## config.mk

```make
export PLATFORM = sky130hd
export DESIGN_NAME = contiguous_segment_allocator
export DESIGN_NICKNAME = d
export VERILOG_FILES = /design/src/rtl/core/csa_pkg.sv /design/src/rtl/core/contiguous_segment_allocator.sv /design/src/rtl/core/csa_ram.sv /design/src/rtl/core/csa_fit_unit.sv
export SDC_FILE = /design/constraint.sdc
export NUM_CORES = 1
export LEC_CHECK = 0
export BUFFER_PORTS_ARGS = -buffer_cell sky130_fd_sc_hd__buf_2
export CORE_AREA = 2 2 241 243
export CTS_BUF_LIST = sky130_fd_sc_hd__clkbuf_4 sky130_fd_sc_hd__clkbuf_8
export DETAILED_ROUTE_END_ITERATION = 6
export DIE_AREA = 0 0 243 245
export PLACE_DENSITY = 0.85
export SLEW_MARGIN = 25
export SYNTH_ARGS = -nofsm -noshare
export SYNTH_HDL_FRONTEND = slang
export SYNTH_SLANG_ARGS = --single-unit
```

## constraint.sdc

```tcl
create_clock -name clk_i -period 11.3 [get_ports clk_i]
set_input_delay 2.26 -clock clk_i [delete_from_list [all_inputs] [get_ports clk_i]]
set_output_delay 2.26 -clock clk_i [all_outputs]
set_load 0.1 [all_outputs]
```

## src/rtl/core/csa_pkg.sv

```systemverilog
// ----------------------------------------------------------------------------
// csa_pkg
// Shared types and codes of the contiguous segment allocator.
// ----------------------------------------------------------------------------
`timescale 1ns / 1ps
`default_nettype none

package csa_pkg;

  localparam int unsigned MaxSegments = 16;
  localparam int unsigned AddrBits    = 16;
  localparam logic [16:0] CapLimit    = 17'(64'd1 << AddrBits);
  localparam logic [15:0] CapReset    = 16'd1024;

  localparam logic [1:0] FuncAlloc   = 2'd0;
  localparam logic [1:0] FuncFree    = 2'd1;
  localparam logic [1:0] FuncCompact = 2'd2;

  localparam logic [1:0] ModeFirst = 2'd0;
  localparam logic [1:0] ModeBest  = 2'd1;
  localparam logic [1:0] ModeWorst = 2'd2;

  localparam logic [2:0] StOk       = 3'd0;
  localparam logic [2:0] StNoSpace  = 3'd1;
  localparam logic [2:0] StFull     = 3'd2;
  localparam logic [2:0] StNotFound = 3'd3;
  localparam logic [2:0] StBadLen   = 3'd4;
  localparam logic [2:0] StEmpty    = 3'd5;

  localparam logic CfgFitMode  = 1'b0;
  localparam logic CfgCapacity = 1'b1;

  typedef struct packed {
    logic [15:0] seg_first;
    logic [15:0] seg_last;
  } seg_t;

  typedef struct packed {
    logic        take;
    logic [16:0] size;
  } fit_t;

endpackage

`default_nettype wire

```

## src/rtl/core/contiguous_segment_allocator.sv

```systemverilog
// ----------------------------------------------------------------------------
// contiguous_segment_allocator
// Segment table with first, best or worst fit allocation, free and compact.
// ----------------------------------------------------------------------------
// A request is a transfer on start while busy is low. The table lives in a
// RAM with one registered read port, so every table entry visited takes a
// read state and then an evaluate or write state. An allocate scans up to
// count+1 holes and then shifts the entries above the chosen hole; a free
// scans up to the matching entry and shifts the entries above it; a compact
// emits one result per segment. Results appear for one cycle on valid_o and
// cannot be held off by the receiver.
`timescale 1ns / 1ps
`default_nettype none

module contiguous_segment_allocator #(
  parameter int unsigned MAX_SEGMENTS = csa_pkg::MaxSegments
) (
  input  wire logic        clk_i,
  input  wire logic        rst_ni,
  input  wire logic        cfg_we_i,
  input  wire logic        cfg_idx_i,
  input  wire logic [15:0] cfg_wdata_i,
  input  wire logic        start,
  output logic             busy,
  input  wire logic [1:0]  func_i,
  input  wire logic [15:0] length_i,
  input  wire logic [15:0] address_i,
  output logic             valid_o,
  output logic [2:0]       status_o,
  output logic [15:0]      start_address_o,
  output logic [15:0]      old_address_o,
  output logic [15:0]      segment_length_o,
  output logic             last_o
);

  localparam int unsigned AW = $clog2(MAX_SEGMENTS);
  localparam int unsigned CW = $clog2(MAX_SEGMENTS + 1);

  typedef enum logic [3:0] {
    S_IDLE, S_A_RD, S_A_EV, S_A_SH, S_A_WR, S_F_RD, S_F_EV, S_F_SH, S_F_WR,
    S_C_RD, S_C_EV
  } state_e;

  state_e         state_q;
  logic [1:0]     mode_q, req_mode_q;
  logic [15:0]    cap_q;
  logic [CW-1:0]  count_q, k_q, pick_q;
  logic [15:0]    len_q, addr_q, pick_lo_q, cur_q;
  logic [16:0]    lo_q, best_q;
  logic           have_q;

  logic           valid_q, last_q;
  logic [2:0]     status_q;
  logic [15:0]    sa_q, oa_q, sl_q;

  logic           ram_we;
  logic [AW-1:0]  ram_waddr, ram_raddr;
  csa_pkg::seg_t  ram_wdata, ram_rdata;
  csa_pkg::fit_t  fit;
  logic [16:0]    cap_eff, hi;
  logic [15:0]    ent_len;

  assign cap_eff = ({1'b0, cap_q} > csa_pkg::CapLimit) ? csa_pkg::CapLimit
                                                         : {1'b0, cap_q};
  assign hi      = (k_q == count_q) ? cap_eff : {1'b0, ram_rdata.seg_first};
  assign ent_len = ram_rdata.seg_last - ram_rdata.seg_first + 16'd1;

  csa_fit_unit u_fit (
    .lo_i   (lo_q),
    .hi_i   (hi),
    .len_i  (len_q),
    .mode_i (req_mode_q),
    .have_i (have_q),
    .best_i (best_q),
    .fit_o  (fit)
  );

  csa_ram #(
    .Width ($bits(csa_pkg::seg_t)),
    .Depth (MAX_SEGMENTS)
  ) u_ram (
    .clk_i   (clk_i),
    .we_i    (ram_we),
    .waddr_i (ram_waddr),
    .wdata_i (ram_wdata),
    .raddr_i (ram_raddr),
    .rdata_o (ram_rdata)
  );

  always_comb begin
    ram_we    = 1'b0;
    ram_waddr = k_q[AW-1:0];
    ram_wdata = ram_rdata;
    ram_raddr = k_q[AW-1:0];
    case (state_q)
      S_A_SH: begin
        ram_raddr = AW'(k_q - CW'(1));
        if (k_q <= pick_q) begin
          ram_we    = 1'b1;
          ram_waddr = pick_q[AW-1:0];
          ram_wdata.seg_first = pick_lo_q;
          ram_wdata.seg_last  = pick_lo_q + len_q - 16'd1;
        end
      end
      S_A_WR, S_F_WR: ram_we = 1'b1;
      S_F_SH: ram_raddr = AW'(k_q + CW'(1));
      S_C_EV: begin
        ram_we = 1'b1;
        ram_wdata.seg_first = cur_q;
        ram_wdata.seg_last  = cur_q + ent_len - 16'd1;
      end
      default: ;
    endcase
  end

  always_ff @(posedge clk_i or negedge rst_ni) begin
    if (!rst_ni) begin
      state_q    <= S_IDLE;
      mode_q     <= csa_pkg::ModeFirst;
      cap_q      <= csa_pkg::CapReset;
      count_q    <= '0;
      valid_q    <= 1'b0;
      req_mode_q <= csa_pkg::ModeFirst;
      k_q        <= '0;
      pick_q     <= '0;
      have_q     <= 1'b0;
    end else begin
      valid_q <= 1'b0;
      last_q  <= 1'b1;
      oa_q    <= '0;
      sa_q    <= '0;
      sl_q    <= '0;
      if (cfg_we_i) begin
        if (cfg_idx_i == csa_pkg::CfgFitMode) begin
          mode_q <= cfg_wdata_i[1:0];
        end else begin
          cap_q <= cfg_wdata_i;
        end
      end
      case (state_q)
        S_IDLE: begin
          if (start) begin
            len_q      <= length_i;
            addr_q     <= address_i;
            req_mode_q <= mode_q;
            k_q        <= '0;
            lo_q       <= '0;
            have_q     <= 1'b0;
            cur_q      <= '0;
            case (func_i)
              csa_pkg::FuncAlloc: begin
                if (length_i == 16'd0) begin
                  valid_q <= 1'b1;
                  status_q <= csa_pkg::StBadLen;
                end else if (count_q == CW'(MAX_SEGMENTS)) begin
                  valid_q <= 1'b1;
                  status_q <= csa_pkg::StFull;
                end else if (mode_q != csa_pkg::ModeFirst &&
                             mode_q != csa_pkg::ModeBest &&
                             mode_q != csa_pkg::ModeWorst) begin
                  valid_q <= 1'b1;
                  status_q <= csa_pkg::StNoSpace;
                end else begin
                  state_q <= S_A_RD;
                end
              end
              csa_pkg::FuncFree, csa_pkg::FuncCompact: begin
                if (count_q == '0) begin
                  valid_q <= 1'b1;
                  status_q <= csa_pkg::StEmpty;
                end else begin
                  state_q <= (func_i == csa_pkg::FuncFree) ? S_F_RD : S_C_RD;
                end
              end
              default: ;
            endcase
          end
        end
        S_A_RD: state_q <= S_A_EV;
        S_A_EV: begin
          if (fit.take) begin
            have_q    <= 1'b1;
            best_q    <= fit.size;
            pick_q    <= k_q;
            pick_lo_q <= lo_q[15:0];
          end
          lo_q <= {1'b0, ram_rdata.seg_last} + 17'd1;
          if ((fit.take && req_mode_q == csa_pkg::ModeFirst) ||
              (k_q == count_q && (have_q || fit.take))) begin
            k_q     <= count_q;
            state_q <= S_A_SH;
          end else if (k_q == count_q) begin
            valid_q  <= 1'b1;
            status_q <= csa_pkg::StNoSpace;
            state_q  <= S_IDLE;
          end else begin
            k_q     <= k_q + CW'(1);
            state_q <= S_A_RD;
          end
        end
        S_A_SH: begin
          if (k_q > pick_q) begin
            state_q <= S_A_WR;
          end else begin
            count_q  <= count_q + CW'(1);
            valid_q  <= 1'b1;
            status_q <= csa_pkg::StOk;
            sa_q     <= pick_lo_q;
            sl_q     <= len_q;
            state_q  <= S_IDLE;
          end
        end
        S_A_WR: begin
          k_q     <= k_q - CW'(1);
          state_q <= S_A_SH;
        end
        S_F_RD: state_q <= S_F_EV;
        S_F_EV: begin
          if (ram_rdata.seg_first == addr_q) begin
            len_q   <= ent_len;
            state_q <= S_F_SH;
          end else if (k_q + CW'(1) == count_q) begin
            valid_q  <= 1'b1;
            status_q <= csa_pkg::StNotFound;
            state_q  <= S_IDLE;
          end else begin
            k_q     <= k_q + CW'(1);
            state_q <= S_F_RD;
          end
        end
        S_F_SH: begin
          if (k_q + CW'(1) < count_q) begin
            state_q <= S_F_WR;
          end else begin
            count_q  <= count_q - CW'(1);
            valid_q  <= 1'b1;
            status_q <= csa_pkg::StOk;
            sa_q     <= addr_q;
            sl_q     <= len_q;
            state_q  <= S_IDLE;
          end
        end
        S_F_WR: begin
          k_q     <= k_q + CW'(1);
          state_q <= S_F_SH;
        end
        S_C_RD: state_q <= S_C_EV;
        S_C_EV: begin
          valid_q  <= 1'b1;
          status_q <= csa_pkg::StOk;
          sa_q     <= cur_q;
          oa_q     <= ram_rdata.seg_first;
          sl_q     <= ent_len;
          last_q   <= (k_q + CW'(1) == count_q);
          cur_q    <= cur_q + ent_len;
          k_q      <= k_q + CW'(1);
          state_q  <= (k_q + CW'(1) == count_q) ? S_IDLE : S_C_RD;
        end
        default: state_q <= S_IDLE;
      endcase
    end
  end

  assign busy             = (state_q != S_IDLE);
  assign valid_o          = valid_q;
  assign status_o         = status_q;
  assign start_address_o  = sa_q;
  assign old_address_o    = oa_q;
  assign segment_length_o = sl_q;
  assign last_o           = last_q;

endmodule

`default_nettype wire

```

## src/rtl/core/csa_ram.sv

```systemverilog
// ----------------------------------------------------------------------------
// csa_ram
// Generic RAM with one write port and one registered read port.
// ----------------------------------------------------------------------------
`timescale 1ns / 1ps
`default_nettype none

module csa_ram #(
  parameter int unsigned Width = 32,
  parameter int unsigned Depth = 16
) (
  input  wire logic                     clk_i,
  input  wire logic                     we_i,
  input  wire logic [$clog2(Depth)-1:0] waddr_i,
  input  wire logic [Width-1:0]         wdata_i,
  input  wire logic [$clog2(Depth)-1:0] raddr_i,
  output logic      [Width-1:0]         rdata_o
);

  logic [Width-1:0] mem_q [Depth];

  always_ff @(posedge clk_i) begin
    if (we_i) begin
      mem_q[waddr_i] <= wdata_i;
    end
    rdata_o <= mem_q[raddr_i];
  end

endmodule

`default_nettype wire

```

## src/rtl/core/csa_fit_unit.sv

```systemverilog
// ----------------------------------------------------------------------------
// csa_fit_unit
// Shared hole evaluator: hole size, fit test and fit-policy compare.
// ----------------------------------------------------------------------------
`timescale 1ns / 1ps
`default_nettype none

module csa_fit_unit (
  input  wire logic [16:0] lo_i,
  input  wire logic [16:0] hi_i,
  input  wire logic [15:0] len_i,
  input  wire logic [1:0]  mode_i,
  input  wire logic        have_i,
  input  wire logic [16:0] best_i,
  output csa_pkg::fit_t    fit_o
);

  logic [17:0] diff;
  logic        fits;

  assign diff = {1'b0, hi_i} - {1'b0, lo_i};
  assign fits = !diff[17] && (diff[16:0] >= {1'b0, len_i});

  always_comb begin
    fit_o.size = diff[16:0];
    fit_o.take = 1'b0;
    if (fits) begin
      if (!have_i) begin
        fit_o.take = 1'b1;
      end else if (mode_i == csa_pkg::ModeBest) begin
        fit_o.take = diff[16:0] < best_i;
      end else if (mode_i == csa_pkg::ModeWorst) begin
        fit_o.take = diff[16:0] > best_i;
      end
    end
  end

endmodule

`default_nettype wire
```

==> reports/metrics.csv, run 1 <==
metric;value;unit
Worst Hold Class;reg2reg;
syn nets;2565;
first-pass GRT wire length;134900;microns
clock tree buffer depth;3;
Critical Path Sink Type;register;
Pre-Repair DR Iteration Count;6;
Avg Cell Area, Syn;14.37;sq um
Synth area leader;edfxtp_1;
Synth top cells by count;edfxtp_1 (662), nand2_1 (249), inv_1 (155);
final setup fails;0;
Initial Utilization;59.52;%
Cell variety after synth;81;
top-count cell post-synth;edfxtp_1;
Critical-path top delay cell;dfrtp_1;
CTS root buf;clkbuf_8;
Worst setup SP type;register;
1st-iter DRT viols;2613;
Yosys top cell area share;58.56;%
Synth Cell Area;33950;sq um
post-CTS sizing;0;
most used cell, CP;a21o_1;
TritonCTS clock tree;built;
critical path, cell by cell;ha_1, a21oi_1, nand4_2, buf_4, mux2i_1, ha_1, fa_1, nand2b_1, a21oi_1, o221a_2, o21ai_0, o21ai_0, a21o_1, a21oi_1, xnor2_1, ha_1, a21o_1, a21o_1, a211oi_1, o21ai_0, mux2i_1, a21o_1, nor2_2, buf_4;
I/O pin total;109;
cts hold-fix bufs;0;
Synth Warn #;0;
Post-Syn Instances;2362;
FP Rows;88;
DP HPWL;58160;microns
Least-Margin Pin Slew;1115;ps
critical setup path kind;reg2reg;
dominant cells by area after synthesis;edfxtp_1 (59%), mux4_2 (8.5%), ha_1 (5.3%);
Final Hold Fails;0;
sequential area share after synthesis;63.47;%
WP data required;11720;ps
count of nets after finishing;2747;
Async SR Flop Fraction;5.578;%
drt wl/cell;26.92;microns
Worst-path clk slew;60;ps
Pins Over Slew Limit;0;
Post-route DRC;0;
initial antenna violation count;1;
CP max stage delay;740;ps
Post-DRT Antenna Nets;0;
drt total wl;91670;microns
setup TNS;0;ps
largest fanout on the critical path;19;
Die H;245;microns
vias per cell;6.408;
Period minus WS final;7254;ps
Post-CTS Setup Bufs;0;
crit share post-route;64.19;%
vias in the first global route;21860;
synthesis-to-layout area growth;12.12;%
Worst Clk Skew;43.97;ps
Die W;243;microns
core footprint;57030;sq um
pin count of the biggest net entering global routing;129;
post-layout util;66.73;%
critical path arrival;7670;ps
Max-Cap Viols;0;
RSZ-0062 raised after global routing;no;
Num CTS Buffers;112;
Sink Count;735;
die area;59540;sq um
Routability Congestion;0.9828;
H-tree levels;3;
Top FF cell, synth;edfxtp_1;
PortBufs;108;
GRT Util Overall;30.84;%
worst skew pair latency;770;ps
worst rel slew slack;25.34;%
Vias;21820;
Overflow after GRT;0;
Peak Freq;137.9;MHz
status;finished, final reports clean;
EDFF count, synth;662;
#FFs+latches synth;735;
layout cells sized above 1;21.08;%
final timing paths:
| check | from | to | slack, ps | cells after the start |
|---|---|---|---|---|
| max | k_q[0] | pick_lo_q[14] | 4050 | 24 |
| min | lo_q[12] | pick_lo_q[12] | 470 | 0 |
| max reg2reg | k_q[0] | pick_lo_q[14] | 4050 | 24 |
| min reg2reg | lo_q[12] | pick_lo_q[12] | 470 | 0 |
| max in group asynchronous | rst_ni | cap_q[13] | 8650 | 2 |
| min in group asynchronous | rst_ni | count_q[1] | 1460 | 1 |
worst max-delay path, delay by kind of cell (launching register included):
kind | cells | cell delay [ps]
compound gates | 12 | 2410
buf+inv | 2 | 650
simple gates | 3 | 1020
fa+ha+maj | 4 | 1390
flops | 1 | 740
mux | 2 | 310
xor+xnor | 1 | 340
logic make-up after synthesis:
family          after synthesis  synth area share [%]
compound gates              378                 7.626
xor+xnor                    105                 2.764
fa+ha+maj                   148                 5.565
buf+inv                     243                 2.775
flops                       735                 63.47
mux                         179                 10.15
simple gates                574                 7.648
per-stage QoR:
| stage | cell area (sq um) | std cells | hold slack (ps) | worst slack, ps |
|---|---|---|---|---|
| 6_report | 38060 | 3405 | 474.8 | 4047 |
| 3_5_place_dp | 35650 | 3193 | 455.7 | 4128 |
| 3_3_place_gp | 35620 | 3192 | 441.4 | 4239 |
| 5_1_grt | 38060 | 3405 | 488.7 | 3615 |
| 4_1_cts | 38030 | 3401 | 470.0 | 4084 |
| 2_1_floorplan | 33950 | 2362 | 426.4 | 4517 |
metal layers:
| layer | up-vias | part of all wire, % | wire length (microns) | GRT usage [%] |
|---|---|---|---|---|
| met1 | 10800 | 37 | 33910 | 41.04 |
| met5 | - | 0 | 0 | 0 |
| met3 | 260 | 9.8 | 8964 | 5.139 |
| met4 | 0 | 4.8 | 4436 | 14.60 |
| met2 | 1431 | 48 | 44360 | 50.20 |
| li1 | 9327 | - | - | - |
sequential cells by signal (all words and copies together) (netlist names):
signal	cells
u_ram.mem_q	512
u_ram.rdata_o	32
best_q	17
lo_q	17
addr_q	16
cap_q	16
cur_q	16
len_q	16
old_address_o	16
pick_lo_q	16
segment_length_o	16
start_address_o	16
count_q	5
k_q	5
pick_q	5
state_q	4
status_o	3
mode_q	2
req_mode_q	2
have_q	1
last_o	1
valid_o	1
cells in the final DEF (no fill, tap or decap), drive strengths merged, types with 78 or more instances in the layout:
cell,count
xnor2,78
nand2,249
ha,143
buf,153
a21oi,79
mux4,128
clkbuf,161
inv,161
edfxtp,662
nor2,139
layout make-up:
cell class / instances / area (sq um)
fillers: 3836 / 18970
flip-flops and latches: 735 / 21550
clock inverters: 49 / 417.9
diodes: 2 / 5.005
well taps: 765 / 957.2
repair buffers: 155 / 920.9
inverters: 156 / 585.6
multi-input cells: 1384 / 11660
clock buffers: 159 / 1963
Power of run 1 is not shown: default switching activity piles up to over one toggle a cycle in this logic, so the estimate is an artifact.
==> inputs of run 2 (changes only) <==
clock period = 6.72 ns   (was 11.3 ns; I/O delays follow)
==> reports/metrics.csv, run 2 (synthesis results as in run 1) <==
metric;value;unit
Critical Path Source;k_q[4];
H-tree levels;3;
vias per cell;6.459;
R2R depth;24;
Place WS;490.2;ps
Worst R2R Setup Slack;310;ps
die area;59540;sq um
DP HPWL;58240;microns
Post-CTS Setup Bufs;0;
worst rel slew slack;28.59;%
most used cell, CP;a21oi_1;
I/O pin total;109;
WP data required;7160;ps
Critical Path Sink Type;register;
critical setup path kind;reg2reg;
final std cells w/o fill;3415;
post-CTS sizing;0;
Final Cell Area;38190;sq um
Largest regs;u_ram.mem_q: 512 flops, u_ram.rdata_o: 32 flops;
status;finished, final reports clean;
vias in the first global route;22080;
Num CTS Buffers;113;
Worst Clk Skew;60.26;ps
initial antenna violation count;1;
reg-to-reg endpoint;best_q[10];
Overflow after GRT;0;
Vias;22060;
Pins Over Slew Limit;0;
WHS Endpoint;pick_lo_q[8];
pin count of the biggest net entering global routing;129;
setup ws final;310.8;ps
Inst Count DP;3197;
core footprint;57030;sq um
Post-DRT Antenna Nets;0;
Post-route DRC;0;
critical path arrival;6850;ps
setup TNS;0;ps
Pre-Repair DR Iteration Count;7;
most common cell after layout, fill and taps aside;edfxtp_1;
Least-Margin Pin Slew;1062;ps
Period minus WS final;6409;ps
Hold Startpoint;lo_q[8];
worst path bufs/invs;3;
FF-to-FF Start;k_q[4];
TritonCTS clock tree;built;
Routability Congestion;1.005;
CTS root buf;clkbuf_8;
1st-iter DRT viols;2532;
Peak Freq;156.0;MHz
layout cells sized above 1;22.05;%
Die W;243;microns
Final Hold Fails;0;
placed cell area;35670;sq um
synthesis-to-layout area growth;12.49;%
Biggest register;u_ram.mem_q;
final setup fails;0;
drt wl/cell;27.11;microns
Worst setup SP type;register;
max reg flops;512;
Initial Utilization;59.52;%
GRT Util Overall;31.07;%
drt total wl;92580;microns
CP max stage delay;510;ps
PortBufs;108;
clock tree buffer depth;3;
FP Rows;88;
critical path, cell by cell;inv_1, a222oi_1, nand4_2, buf_4, mux2_2, ha_1, o21ai_1, a21oi_1, o221a_2, o21ai_0, nand2b_1, a21oi_1, xnor2_1, ha_1, a21o_1, a21o_1, a211oi_1, o21ai_0, a21oi_1, a21oi_1, nand3_1, a21o_1, nor2_2, buf_4;
Worst-path clk slew;70;ps
CP top delay family;compound AO/OA/AOI/OAI gates;
RSZ-0062 raised after global routing;no;
Sink Count;735;
crit share post-route;95.37;%
cts hold-fix bufs;0;
most frequent cells in the layout;edfxtp_1 (662), nand2_1 (248), inv_1 (155);
Worst Hold Class;reg2reg;
largest fanout on the critical path;33;
worst skew pair latency;770;ps
Max-Cap Viols;0;
count of nets after finishing;2751;
Critical-path top delay cell;a21oi_1;
first-pass GRT wire length;135600;microns
hold path depth;0;
Die H;245;microns
==> run 2: cell types whose count changed in the layout (fill, tap and decap cells not counted), moves of 3 or more <==
| cell | delta |
|---|---|
| buf_4 | +4 |
| clkbuf_4 | +21 |
| clkbuf_8 | +4 |
| clkinv_1 | -14 |
| clkinvlp_4 | -3 |
==> run 2: how the worst max path moves through the flow <==
stage	end	slack (ps)	depth (start not counted)
global placement	pick_lo_q[11]	540	23
global route	best_q[11]	110	22
CTS	best_q[9]	440	23
finish	best_q[10]	310	24
detailed placement	pick_lo_q[8]	490	24
floorplan	best_q[0]	490	24
==> run 2: layout make-up <==
cell class,instances,area [sq um]
clock buffers,186,2191
well taps,765,957.2
clock inverters,30,292.8
fillers,3808,18850
inverters,156,585.6
multi-input cells,1384,11670
diodes,1,2.502
flip-flops and latches,735,21550
repair buffers,158,940.9
==> run 2: per-stage QoR <==
stage	hold WS (ps)	util (%)
after global placement	441.6	62.52
after detailed placement	431.7	62.54
after CTS	429.3	66.89
after global routing	459.7	66.96
after floorplan	426.4	-
final	440.9	66.96
==> run 2: worst register-to-register path, stage by stage (launching register included) <==
cell and delay, ps:
dfrtp_1 450, inv_1 100, a222oi_1 370, nand4_2 330, buf_4 340, mux2_2 330
ha_1 330, o21ai_1 180, a21oi_1 110, o221a_2 290, o21ai_0 240, nand2b_1 90
a21oi_1 170, xnor2_1 190, ha_1 290, a21o_1 180, a21o_1 180, a211oi_1 260
o21ai_0 150, a21oi_1 510, a21oi_1 150, nand3_1 120, a21o_1 380, nor2_2 50
buf_4 290
==> run 2: metal layers <==
| metal | vias up | track usage [%] | wire (microns) |
|---|---|---|---|
| li1 | 9350 | - | - |
| met1 | 10900 | 39.36 | 33290 |
| met2 | 1463 | 49.87 | 44060 |
| met3 | 347 | 6.123 | 9195 |
| met4 | 0 | 19.29 | 6035 |
| met5 | - | 0 | 0 |
Power of run 2 is left out for the same reason.
